**src/rtl/core/i4rq_pkg.sv**
```systemverilog
// shared types, constants and helpers of the int4 group requantizer
`timescale 1ns / 1ps
`default_nettype none

package i4rq_pkg;

    // element and stage counts
    localparam int LANES  = 16;
    localparam int STAGES = 4;

    // field widths
    localparam int CODE_W   = 4;
    localparam int SBYTE_W  = 8;
    localparam int BYTE_W   = 8;
    localparam int PACKED_W = LANES * CODE_W;
    localparam int SCALE_W  = 32;
    localparam int HALF_W   = (LANES / 2) * BYTE_W;
    localparam int DIFF_W   = 5;   // q - zp in -9..9
    localparam int SCL_W    = 7;   // s in 9..72
    localparam int X_W      = 11;  // (q - zp) * s and y in -652..652
    localparam int P_W      = 23;  // y * 3640 plus rounding
    localparam int SHIFT    = 15;

    // configuration register indexes
    localparam int CFG_IDX_W = 1;
    localparam int CFG_DATA_W = 3;
    localparam logic [CFG_IDX_W-1:0] REG_GROUP_SIZE_LOG2 = 1'd0;
    localparam logic [CFG_IDX_W-1:0] REG_UNSIGNED_OUT    = 1'd1;

    // group size range and reset value
    localparam logic [2:0] GROUP_LOG2_MIN   = 3'd2;
    localparam logic [2:0] GROUP_LOG2_MAX   = 3'd4;
    localparam logic [2:0] GROUP_LOG2_RESET = 3'd2;

    // arithmetic constants
    localparam logic [3:0] ZP_BASE    = 4'd6;
    localparam logic [6:0] SCALE_BASE = 7'd9;
    localparam logic signed [X_W-1:0] SIGN_STEP = 11'sd4;
    localparam logic signed [12:0] DIV9_MUL = 13'sd3640;  // 32768 / 9
    localparam logic signed [P_W-1:0] RND_HALF = 23'sd16384;
    localparam logic [BYTE_W-1:0] UNSIGNED_FLIP = 8'h80;

    // stage load enables from pipeline control to the lanes
    typedef struct packed {
        logic [STAGES-1:0] load;
    } i4rq_adv_t;

    // scale byte that serves element e under a clamped group size
    function automatic logic [SBYTE_W-1:0] scale_sel(
        input logic [3:0]         e,
        input logic [2:0]         gl,
        input logic [SCALE_W-1:0] scales
    );
        logic [3:0] g;
        g = e >> gl;
        return scales[8 * g[1:0] +: SBYTE_W];
    endfunction

endpackage

`default_nettype wire

```
**src/rtl/core/i4rq_ctrl.sv**
```systemverilog
// valid/ready control of the requantizer pipeline with the final mark sideband
`timescale 1ns / 1ps
`default_nettype none

module i4rq_ctrl
    import i4rq_pkg::*;
(
    input  wire logic      clk,
    input  wire logic      rst_n,
    input  wire logic      in_valid,
    output logic           in_ready,
    input  wire logic      final_word,
    output logic           out_valid,
    input  wire logic      out_ready,
    output logic           final_out,
    output i4rq_adv_t      adv
);

    logic [STAGES-1:0] valid_reg;
    logic [STAGES-1:0] valid_next;
    logic [STAGES-1:0] final_reg;
    logic [STAGES-1:0] stage_ready;

    // a stage takes new data when it is empty or its content moves on
    always_comb
    begin
        stage_ready[STAGES-1] = !valid_reg[STAGES-1] || out_ready;
        for (int k = STAGES - 2; k >= 0; k--)
        begin
            stage_ready[k] = !valid_reg[k] || stage_ready[k+1];
        end
    end

    // load enables and next valid bits
    always_comb
    begin
        adv.load[0]   = in_valid && stage_ready[0];
        valid_next[0] = stage_ready[0] ? in_valid : valid_reg[0];
        for (int k = 1; k < STAGES; k++)
        begin
            adv.load[k]   = valid_reg[k-1] && stage_ready[k];
            valid_next[k] = stage_ready[k] ? valid_reg[k-1] : valid_reg[k];
        end
    end

    // valid bits
    always_ff @(posedge clk or negedge rst_n)
    begin
        if (!rst_n)
        begin
            valid_reg <= '0;
        end
        else
        begin
            valid_reg <= valid_next;
        end
    end

    // final mark travels with its transaction
    always_ff @(posedge clk)
    begin
        if (adv.load[0])
        begin
            final_reg[0] <= final_word;
        end
        for (int k = 1; k < STAGES; k++)
        begin
            if (adv.load[k])
            begin
                final_reg[k] <= final_reg[k-1];
            end
        end
    end

    assign in_ready  = stage_ready[0];
    assign out_valid = valid_reg[STAGES-1];
    assign final_out = final_reg[STAGES-1];

endmodule

`default_nettype wire

```
**src/rtl/core/i4rq_lane.sv**
```systemverilog
// four-stage datapath that requantizes one 4-bit code to one output byte
`timescale 1ns / 1ps
`default_nettype none

module i4rq_lane
    import i4rq_pkg::*;
(
    input  wire logic               clk,
    input  wire i4rq_adv_t          adv,
    input  wire logic [CODE_W-1:0]  code,
    input  wire logic [SBYTE_W-1:0] sbyte,
    input  wire logic               unsigned_out,
    output logic [BYTE_W-1:0]       result
);

    logic signed [DIFF_W-1:0] diff_reg;
    logic [SCL_W-1:0]         scl_reg;
    logic signed [X_W-1:0]    x_reg;
    logic signed [P_W-1:0]    p_reg;
    logic [BYTE_W-1:0]        result_reg;

    logic [3:0]               zp;
    logic signed [DIFF_W-1:0] diff_next;
    logic [SCL_W-1:0]         scl_next;
    logic signed [12:0]       x_full;
    logic signed [X_W-1:0]    y;
    logic signed [23:0]       p_full;
    logic signed [P_W-1:0]    rounded;
    logic [BYTE_W-1:0]        result_next;

    // stage 1: zero point offset and scale from the scale byte
    always_comb
    begin
        zp        = {2'b00, sbyte[7:6]} + ZP_BASE;
        diff_next = $signed({1'b0, code}) - $signed({1'b0, zp});
        scl_next  = {1'b0, sbyte[5:0]} + SCALE_BASE;
    end

    // stage 2: scaled value
    assign x_full = 13'(diff_reg) * $signed({6'b0, scl_reg});

    // stage 3: push away from zero, then multiply by the reciprocal of nine
    always_comb
    begin
        if (x_reg > 0)
        begin
            y = x_reg + SIGN_STEP;
        end
        else if (x_reg < 0)
        begin
            y = x_reg - SIGN_STEP;
        end
        else
        begin
            y = '0;
        end
        p_full = 24'(y) * 24'(DIV9_MUL);
    end

    // stage 4: round, shift and optional unsigned offset
    always_comb
    begin
        rounded     = p_reg + RND_HALF;
        result_next = rounded[P_W-1:SHIFT] ^ (unsigned_out ? UNSIGNED_FLIP : '0);
    end

    // stage registers
    always_ff @(posedge clk)
    begin
        if (adv.load[0])
        begin
            diff_reg <= diff_next;
            scl_reg  <= scl_next;
        end
        if (adv.load[1])
        begin
            x_reg <= x_full[X_W-1:0];
        end
        if (adv.load[2])
        begin
            p_reg <= p_full[P_W-1:0];
        end
        if (adv.load[3])
        begin
            result_reg <= result_next;
        end
    end

    assign result = result_reg;

endmodule

`default_nettype wire

```
**src/rtl/core/int4_group_requantize_to_int8.sv**
```systemverilog
// top level of the int4 group requantizer: configuration, scale routing and lanes
`timescale 1ns / 1ps
`default_nettype none

// Turns each 64-bit word of sixteen packed 4-bit codes into sixteen bytes,
// using one scale byte per group of 4, 8 or 16 elements (zero point from bits
// 7..6 plus 6, scale from bits 5..0 plus 9). A new word is taken in every
// cycle unless a full pipeline is held by a low out_ready. Each element passes
// four register stages (operand decode, multiply by the scale, multiply by
// 3640, round and shift) to the output register. Ready back-propagates
// through the stage valid bits, so empty stages are filled even while the
// output stalls. The user must write group_size_log2 and unsigned_out via
// the cfg port only while no transaction is in flight; the block does
// not enforce this. Group sizes outside 4..16 clamp to the nearest end.
module int4_group_requantize_to_int8
    import i4rq_pkg::*;
(
    input  wire logic                  clk,
    input  wire logic                  rst_n,
    input  wire logic                  cfg_write,
    input  wire logic [CFG_IDX_W-1:0]  cfg_index,
    input  wire logic [CFG_DATA_W-1:0] cfg_data,
    input  wire logic                  in_valid,
    output logic                       in_ready,
    input  wire logic [PACKED_W-1:0]   packed_word,
    input  wire logic [SCALE_W-1:0]    scale_word,
    input  wire logic                  final_word,
    output logic                       out_valid,
    input  wire logic                  out_ready,
    output logic [HALF_W-1:0]          low_bytes,
    output logic [HALF_W-1:0]          high_bytes,
    output logic                       final_out
);

    logic [2:0]               group_log2_reg;
    logic                     unsigned_out_reg;
    logic [2:0]               group_log2_eff;
    i4rq_adv_t                adv;
    logic [2*HALF_W-1:0]      all_bytes;

    // configuration registers
    always_ff @(posedge clk or negedge rst_n)
    begin
        if (!rst_n)
        begin
            group_log2_reg   <= GROUP_LOG2_RESET;
            unsigned_out_reg <= 1'b0;
        end
        else if (cfg_write)
        begin
            unique case (cfg_index)
                REG_GROUP_SIZE_LOG2: group_log2_reg   <= cfg_data[2:0];
                REG_UNSIGNED_OUT:    unsigned_out_reg <= cfg_data[0];
                default:             ;
            endcase
        end
    end

    // clamp the group size into its supported range
    always_comb
    begin
        if (group_log2_reg < GROUP_LOG2_MIN)
        begin
            group_log2_eff = GROUP_LOG2_MIN;
        end
        else if (group_log2_reg > GROUP_LOG2_MAX)
        begin
            group_log2_eff = GROUP_LOG2_MAX;
        end
        else
        begin
            group_log2_eff = group_log2_reg;
        end
    end

    // handshake and stage enables
    i4rq_ctrl u_ctrl (
        .clk        (clk),
        .rst_n      (rst_n),
        .in_valid   (in_valid),
        .in_ready   (in_ready),
        .final_word (final_word),
        .out_valid  (out_valid),
        .out_ready  (out_ready),
        .final_out  (final_out),
        .adv        (adv)
    );

    // one lane per element
    for (genvar e = 0; e < LANES; e++)
    begin : g_lane
        i4rq_lane u_lane (
            .clk          (clk),
            .adv          (adv),
            .code         (packed_word[CODE_W*e +: CODE_W]),
            .sbyte        (scale_sel(4'(e), group_log2_eff, scale_word)),
            .unsigned_out (unsigned_out_reg),
            .result       (all_bytes[BYTE_W*e +: BYTE_W])
        );
    end

    assign low_bytes  = all_bytes[HALF_W-1:0];
    assign high_bytes = all_bytes[2*HALF_W-1:HALF_W];

endmodule

`default_nettype wire

```
**config.mk**
```make
export PLATFORM = sky130hd
export DESIGN_NAME = int4_group_requantize_to_int8
export DESIGN_NICKNAME = d
export VERILOG_FILES = /design/src/rtl/core/i4rq_pkg.sv /design/src/rtl/core/i4rq_ctrl.sv /design/src/rtl/core/i4rq_lane.sv /design/src/rtl/core/int4_group_requantize_to_int8.sv
export SDC_FILE = /design/constraint.sdc
export NUM_CORES = 2
export LEC_CHECK = 0
export BUFFER_PORTS_ARGS = -buffer_cell sky130_fd_sc_hd__buf_4
export CORE_MARGIN = 3
export CORE_UTILIZATION = 45
export CTS_CLUSTER_DIAMETER = 30
export DETAILED_ROUTE_END_ITERATION = 12
export SYNTH_ARGS = -nofsm -noshare
export SYNTH_HDL_FRONTEND = slang
export SYNTH_SLANG_ARGS = --single-unit
```
**constraint.sdc**
```tcl
create_clock -name clk -period 8 [get_ports clk]
set_input_delay 1.2 -clock clk [delete_from_list [all_inputs] [get_ports clk]]
set_output_delay 1.2 -clock clk [all_outputs]
set_load 0.01 [all_outputs]
```
## Word-level counts from Yosys, hierarchy flattened

Cells that the tools add are included.
Widths: inputs -> output; s select.

- Register bits after elaboration: 828
- Bits of input ports: 106
- Output and inout bits: 131
- Logic and storage cells: 350

- Add/sub/neg operators: 96
- $mul: 32
- Magnitude comparators: 34
- Shift-type cells: 32
- Mux-type cells: 35
- Bitwise operators: 17
- Reductions and logical operators: 14

Operators by type and width:

| cell | number |
|---|---|
| $shiftx 32x6->8 | 16 |
| $add 23x16->23 const B | 16 |
| $mux 11 | 32 |
| $mul 11x10->20 const B | 16 |
| $add 11x4->11 const B | 16 |
| $gt 11x1->1 const B | 16 |
| $lt 11x1->1 const B | 16 |
| $mul 5x8->11 | 16 |
| $sub 11x4->11 const B | 16 |
| $xor 8x8->8 | 16 |
| $add 6x4->7 const B | 16 |
| $sub 4x4->5 | 16 |
| $add 2x3->4 const B | 16 |
| $shr 4x3->2 const A | 8 |
| $shr 3x3->2 const A | 4 |
| $mux 8 | 1 |
| $mux 3 | 2 |
| $shr 1x3->2 const A | 2 |
| $shr 2x3->2 const A | 2 |
| $logic_and 1x1->1 | 4 |
| $logic_not 1->1 | 4 |
| $logic_or 1x1->1 | 4 |
| $reduce_and 2->1 | 2 |
| $gt 3x3->1 const B | 1 |
| 2 further kinds | 2 |

## Longest topological paths before layout

- Depth in word-level cells: 7
- Mapped depth: 28
- Gate-level depth less buffers: 27

## Hierarchy

A second synthesis with hierarchy kept.

- Cell total of the unflattened synthesis: 7890
- Area, all modules: 81669.6 sq um

Modules (own cells, without submodules):

| module | instances | cells each | area an instance (sq um) | sequential area each (sq um) |
|---|---|---|---|---|
| i4rq_lane at g_lane[0].u_lane ... | 10 | 472 | 4948.5 | 1201.2 |
| i4rq_lane at g_lane[6].u_lane ... | 3 | 477 | 4928.5 | 1201.2 |
| i4rq_lane at g_lane[4].u_lane | 1 | 477 | 4992.3 | 1201.2 |
| i4rq_lane at g_lane[5].u_lane | 1 | 478 | 4984.8 | 1201.2 |
| i4rq_lane at g_lane[9].u_lane | 1 | 466 | 4921.0 | 1201.2 |
| int4_group_requantize_to_int8 | 1 | 298 | 2197.1 | 101.3 |
| i4rq_ctrl | 1 | 20 | 304.0 | 220.2 |

## Least setup slack after synthesis

Ideal clock, no wire load.

- Path type: in2reg
- Start: in out_ready
- End: reg g_lane[0].u_lane.result_reg[0] (enable)
- Library setup time: 634 ps
- Data arrival time: 6984 ps
- Setup slack: 382 ps
- Stages: 2
- Buffers on the path: 0
- Path through: nor2b_1 -> nor2b_1

RTL lines:

| element | RTL line | source |
|---|---|---|
| start, declared | int4_group_requantize_to_int8.sv:29 | `input wire logic out_ready,` |
| end signal, assigned | i4rq_lane.sv:85 | `result_reg <= result_next;` |
| end, declared | i4rq_lane.sv:20 | `logic [BYTE_W-1:0] result_reg;` |

## Worst setup path in the final report

- Start: reg g_lane[15].u_lane.x_reg[4]
- End: reg g_lane[15].u_lane.p_reg[22], data pin

- Longest elaborated chain between the ends: 4
- Elaborated cells between the ends (all ways): 7

RTL lines:

| element | RTL line | source |
|---|---|---|
| start, declared | i4rq_lane.sv:18 | `logic signed [X_W-1:0] x_reg;` |
| start signal, assigned | i4rq_lane.sv:77 | `x_reg <= x_full[X_W-1:0];` |
| $sub 11x4->11 / $lt 11x1->1 (equally long branches) | i4rq_lane.sv:51, i4rq_lane.sv:49 |  |
| $mux 11 | i4rq_lane.sv:49 | `else if (x_reg < 0)` |
| $mux 11 * | i4rq_lane.sv:45 | `if (x_reg > 0)` |
| $mul 11x10->20 * | i4rq_lane.sv:57 | `p_full = 24'(y) * 24'(DIV9_MUL);` |
| named net g_lane[15].u_lane.p_full[22] | i4rq_lane.sv:27 | `logic signed [23:0] p_full;` |
| end signal, assigned | i4rq_lane.sv:81 | `p_reg <= p_full[P_W-1:0];` |
| end, declared | i4rq_lane.sv:19 | `logic signed [P_W-1:0] p_reg;` |

Mark *: on every way through the listed nets, which the timed path passes. The rest lies on a longest branch.
A chain may end at the register's enable or synchronous reset.

==> impl_metrics.env <==
export IMPL_status="finished clean"
export IMPL_rsz0062_at_grt="no"
export IMPL_fin_tns_setup_ps=0
export IMPL_grt_pass1_vias=55622
export IMPL_numPortBuffers=236
export IMPL_worstRegToRegCells=25
export IMPL_die_y_um=427
export IMPL_yosys_area_top_type_share_pct=24.0
export IMPL_slew_violations=0
export IMPL_ys_flop_type="edfxtp_1"
export IMPL_clock_path_buffers=3
export IMPL_path_buf_inv=4
export IMPL_cts_resized=0
export IMPL_post_dp_hpwl_um=135000
export IMPL_drt_initial_drc_count=2273
export IMPL_min_path_type="in2async"
export IMPL_root_buffer="clkbuf_16"
export IMPL_layout_min_cycle_time_ps=7160
export IMPL_drc=0
export IMPL_setup_violations=0
export IMPL_initial_core_util_pct=45.6
export IMPL_via_count=52841
export IMPL_start_kind="flip-flop"
export IMPL_synthArstFlopShare_pct=1.24
export IMPL_cap_violations=0
export IMPL_synthCells=7814
export IMPL_drive_above_1_share_pct=7.74
export IMPL_ant_nets=0
export IMPL_synth_fp_nets=9987
export IMPL_grt_max_degree=147
export IMPL_vias_per_cell=4.99
export IMPL_regToRegEndpoint="g_lane[15].u_lane.p_reg[22]"
export IMPL_antenna_found_initial=16
export IMPL_synth_area_leaders="edfxtp_1 24%, fa_1 20%, ha_1 20%, inv_1 7.9%, xnor2_1 6.2%"
export IMPL_finalHoldViolCount=0
export IMPL_row_count=153
export IMPL_gp_routability_congestion=0.873
export IMPL_syn_to_final_growth_pct=13.0
export IMPL_grt_pass1_wl_um=278000
export IMPL_first_pass_iters=5
export IMPL_cts_made_buffers=172
export IMPL_tightest_slew_ps=1390
export IMPL_placed_cell_area_mm2=0.0841
export IMPL_r2r_start="g_lane[15].u_lane.x_reg[4]"
export IMPL_slowest_delay_ps=720
export IMPL_synthesis_area_mm2=0.0797
export IMPL_grt_use_total_pct=18.7
export IMPL_wl_per_cell_um=15.6
export IMPL_drt_total_wl_um=166000
export IMPL_pin_count=237
export IMPL_r2r_slack_ps=840
export IMPL_crit_type="reg2reg"
export IMPL_crit_slowest_cell="a2111oi_0"
export IMPL_synth_edff_count=636
export IMPL_coreArea_mm2=0.175
export IMPL_ys_warn_count=0
export IMPL_maxClockFrequency_mhz=140
export IMPL_final_area_mm2=0.0901
export IMPL_cp_top_family="simple AND/OR/NAND/NOR gates"
export IMPL_gr_total_overflow=0
export IMPL_ys_types=93
export IMPL_timing_final_crit_share_pct=89.5
export IMPL_synth_top_cell_by_area="edfxtp_1"
export IMPL_die_w_um=427
export IMPL_cts_htree_levels=4
export IMPL_max_slew_margin_pct=6.79
export IMPL_cp_max_fo=6
export IMPL_cp_end_kind="flip-flop"
export IMPL_post_cts_repair_setup_buffers=0
export IMPL_avgSynthCellArea_um2=10.2
export IMPL_ys_seq_area_share_pct=24.2
export IMPL_fin_nets=10283
export IMPL_largest_register_ffs=176
export IMPL_cp_required_ps=8500
export IMPL_clk_latency_ps=800
export IMPL_cts_sinks=644
export IMPL_dieArea_mm2=0.182
export IMPL_postCtsHoldBufs=0
export IMPL_finalClockSkew_ps=43.4
export IMPL_cts_tree="yes"
export IMPL_arrival_ps=7660
export IMPL_cts_clk_slew_worst_paths_ps=50
export IMPL_synth_seq_cells=644
-- metrics by stage --
step	hold WS (ps)	utilization (%)	instances	setup slack, ps
floorplan	400	-	7814	382
global placement	406	48.1	10261	1140
detailed placement	407	48.1	10261	939
CTS	126	51.5	10579	855
global route	164	51.5	10594	287
finish	214	51.5	10594	840
-- synth_stat cells (all sizes together) (8+ instances only) --
| library cell | number |
|---|---|
| o21bai | 59 |
| a41o | 12 |
| o211ai | 14 |
| nor2 | 266 |
| fa | 816 |
| and3 | 74 |
| or2 | 14 |
| o31a | 9 |
| a21o | 107 |
| nor4 | 19 |
| xor2 | 177 |
| a41oi | 12 |
| nor3 | 80 |
| xnor2 | 569 |
| or3 | 13 |
| o21a | 36 |
| a211oi | 25 |
| ha | 1251 |
| edfxtp | 636 |
| a22o | 9 |
| a31o | 15 |
| mux4 | 17 |
| mux2 | 24 |
| clkbuf | 122 |
| nor2b | 49 |
| nand2 | 373 |
| a22oi | 9 |
| nand3 | 144 |
| buf | 20 |
| nand4 | 54 |
| a21oi | 242 |
| inv | 1679 |
| o41ai | 8 |
| and4 | 12 |
| nor3b | 11 |
| nand2b | 114 |
| o22ai | 17 |
| o21ai | 135 |
| a31oi | 38 |
| mux2i | 63 |
| nand3b | 10 |
| and2 | 355 |
-- per-layer routing --
layer  vias to the layer above  routed length, µm  GRT usage [%]
met1                     25614              72900           23.8
li1                      26209                  -              -
met3                       271               5510           2.73
met5                         -                  0              0
met4                         0               5250           6.78
met2                       747              82000           32.4
-- cells in the final DEF, fill, tap and decap left out, types with 20 or more instances in the layout --
master     instances
inv_1           1678
ha_1            1251
fa_1             816
edfxtp_1         636
xnor2_1          568
nand2_1          373
and2_1           352
nor2_1           265
buf_4            262
a21oi_1          239
xor2_1           177
clkbuf_16        173
nand3_1          144
o21ai_0          127
nand2b_1         114
a21o_1           107
nor3_1            80
and3_1            73
mux2i_1           63
o21bai_1          57
nand4_1           54
nor2b_1           47
a31oi_1           38
o21a_1            36
clkinv_1          31
clkinv_2          29
bufinv_16         28
mux2_2            24
a211oi_1          24
clkbuf_1          20
-- cell type report --
type / count / area [µm²]
inverter: 1681 / 6310
timing repair buffer: 264 / 2010
sequential: 644 / 19300
clock inverter: 123 / 1540
fill: 15732 / 84900
tap: 2325 / 2910
antenna: 15 / 37.5
clock buffer: 195 / 4430
multi-input combinational: 5347 / 53600
-- worst max-delay path by stage --
stage	slack [ps]	endpoint	from	depth (start not counted)
2_1_floorplan	380	g_lane[0].u_lane.result[0]	out_ready	2
3_3_place_gp	1140	g_lane[15].u_lane.p_reg[22]	g_lane[15].u_lane.x_reg[4]	25
3_5_place_dp	940	g_lane[15].u_lane.p_reg[22]	g_lane[15].u_lane.x_reg[4]	25
4_1_cts	860	g_lane[15].u_lane.p_reg[22]	g_lane[15].u_lane.x_reg[4]	25
5_1_grt	290	g_lane[15].u_lane.p_reg[22]	g_lane[15].u_lane.x_reg[4]	25
6_report	840	g_lane[15].u_lane.p_reg[22]	g_lane[15].u_lane.x_reg[4]	25
-- kinds of logic after synthesis --
logic type / Yosys count / share of synthesized area (%)
flops: 644 / 24.2
fa+ha+maj: 2067 / 40.1
buf+inv: 1823 / 8.63
xor+xnor: 746 / 8.20
simple gates: 1618 / 10.5
mux: 104 / 1.61
compound gates: 812 / 6.72
Power is not shown: default switching activity piles up to over one toggle a cycle in this logic, so the estimate is an artifact.
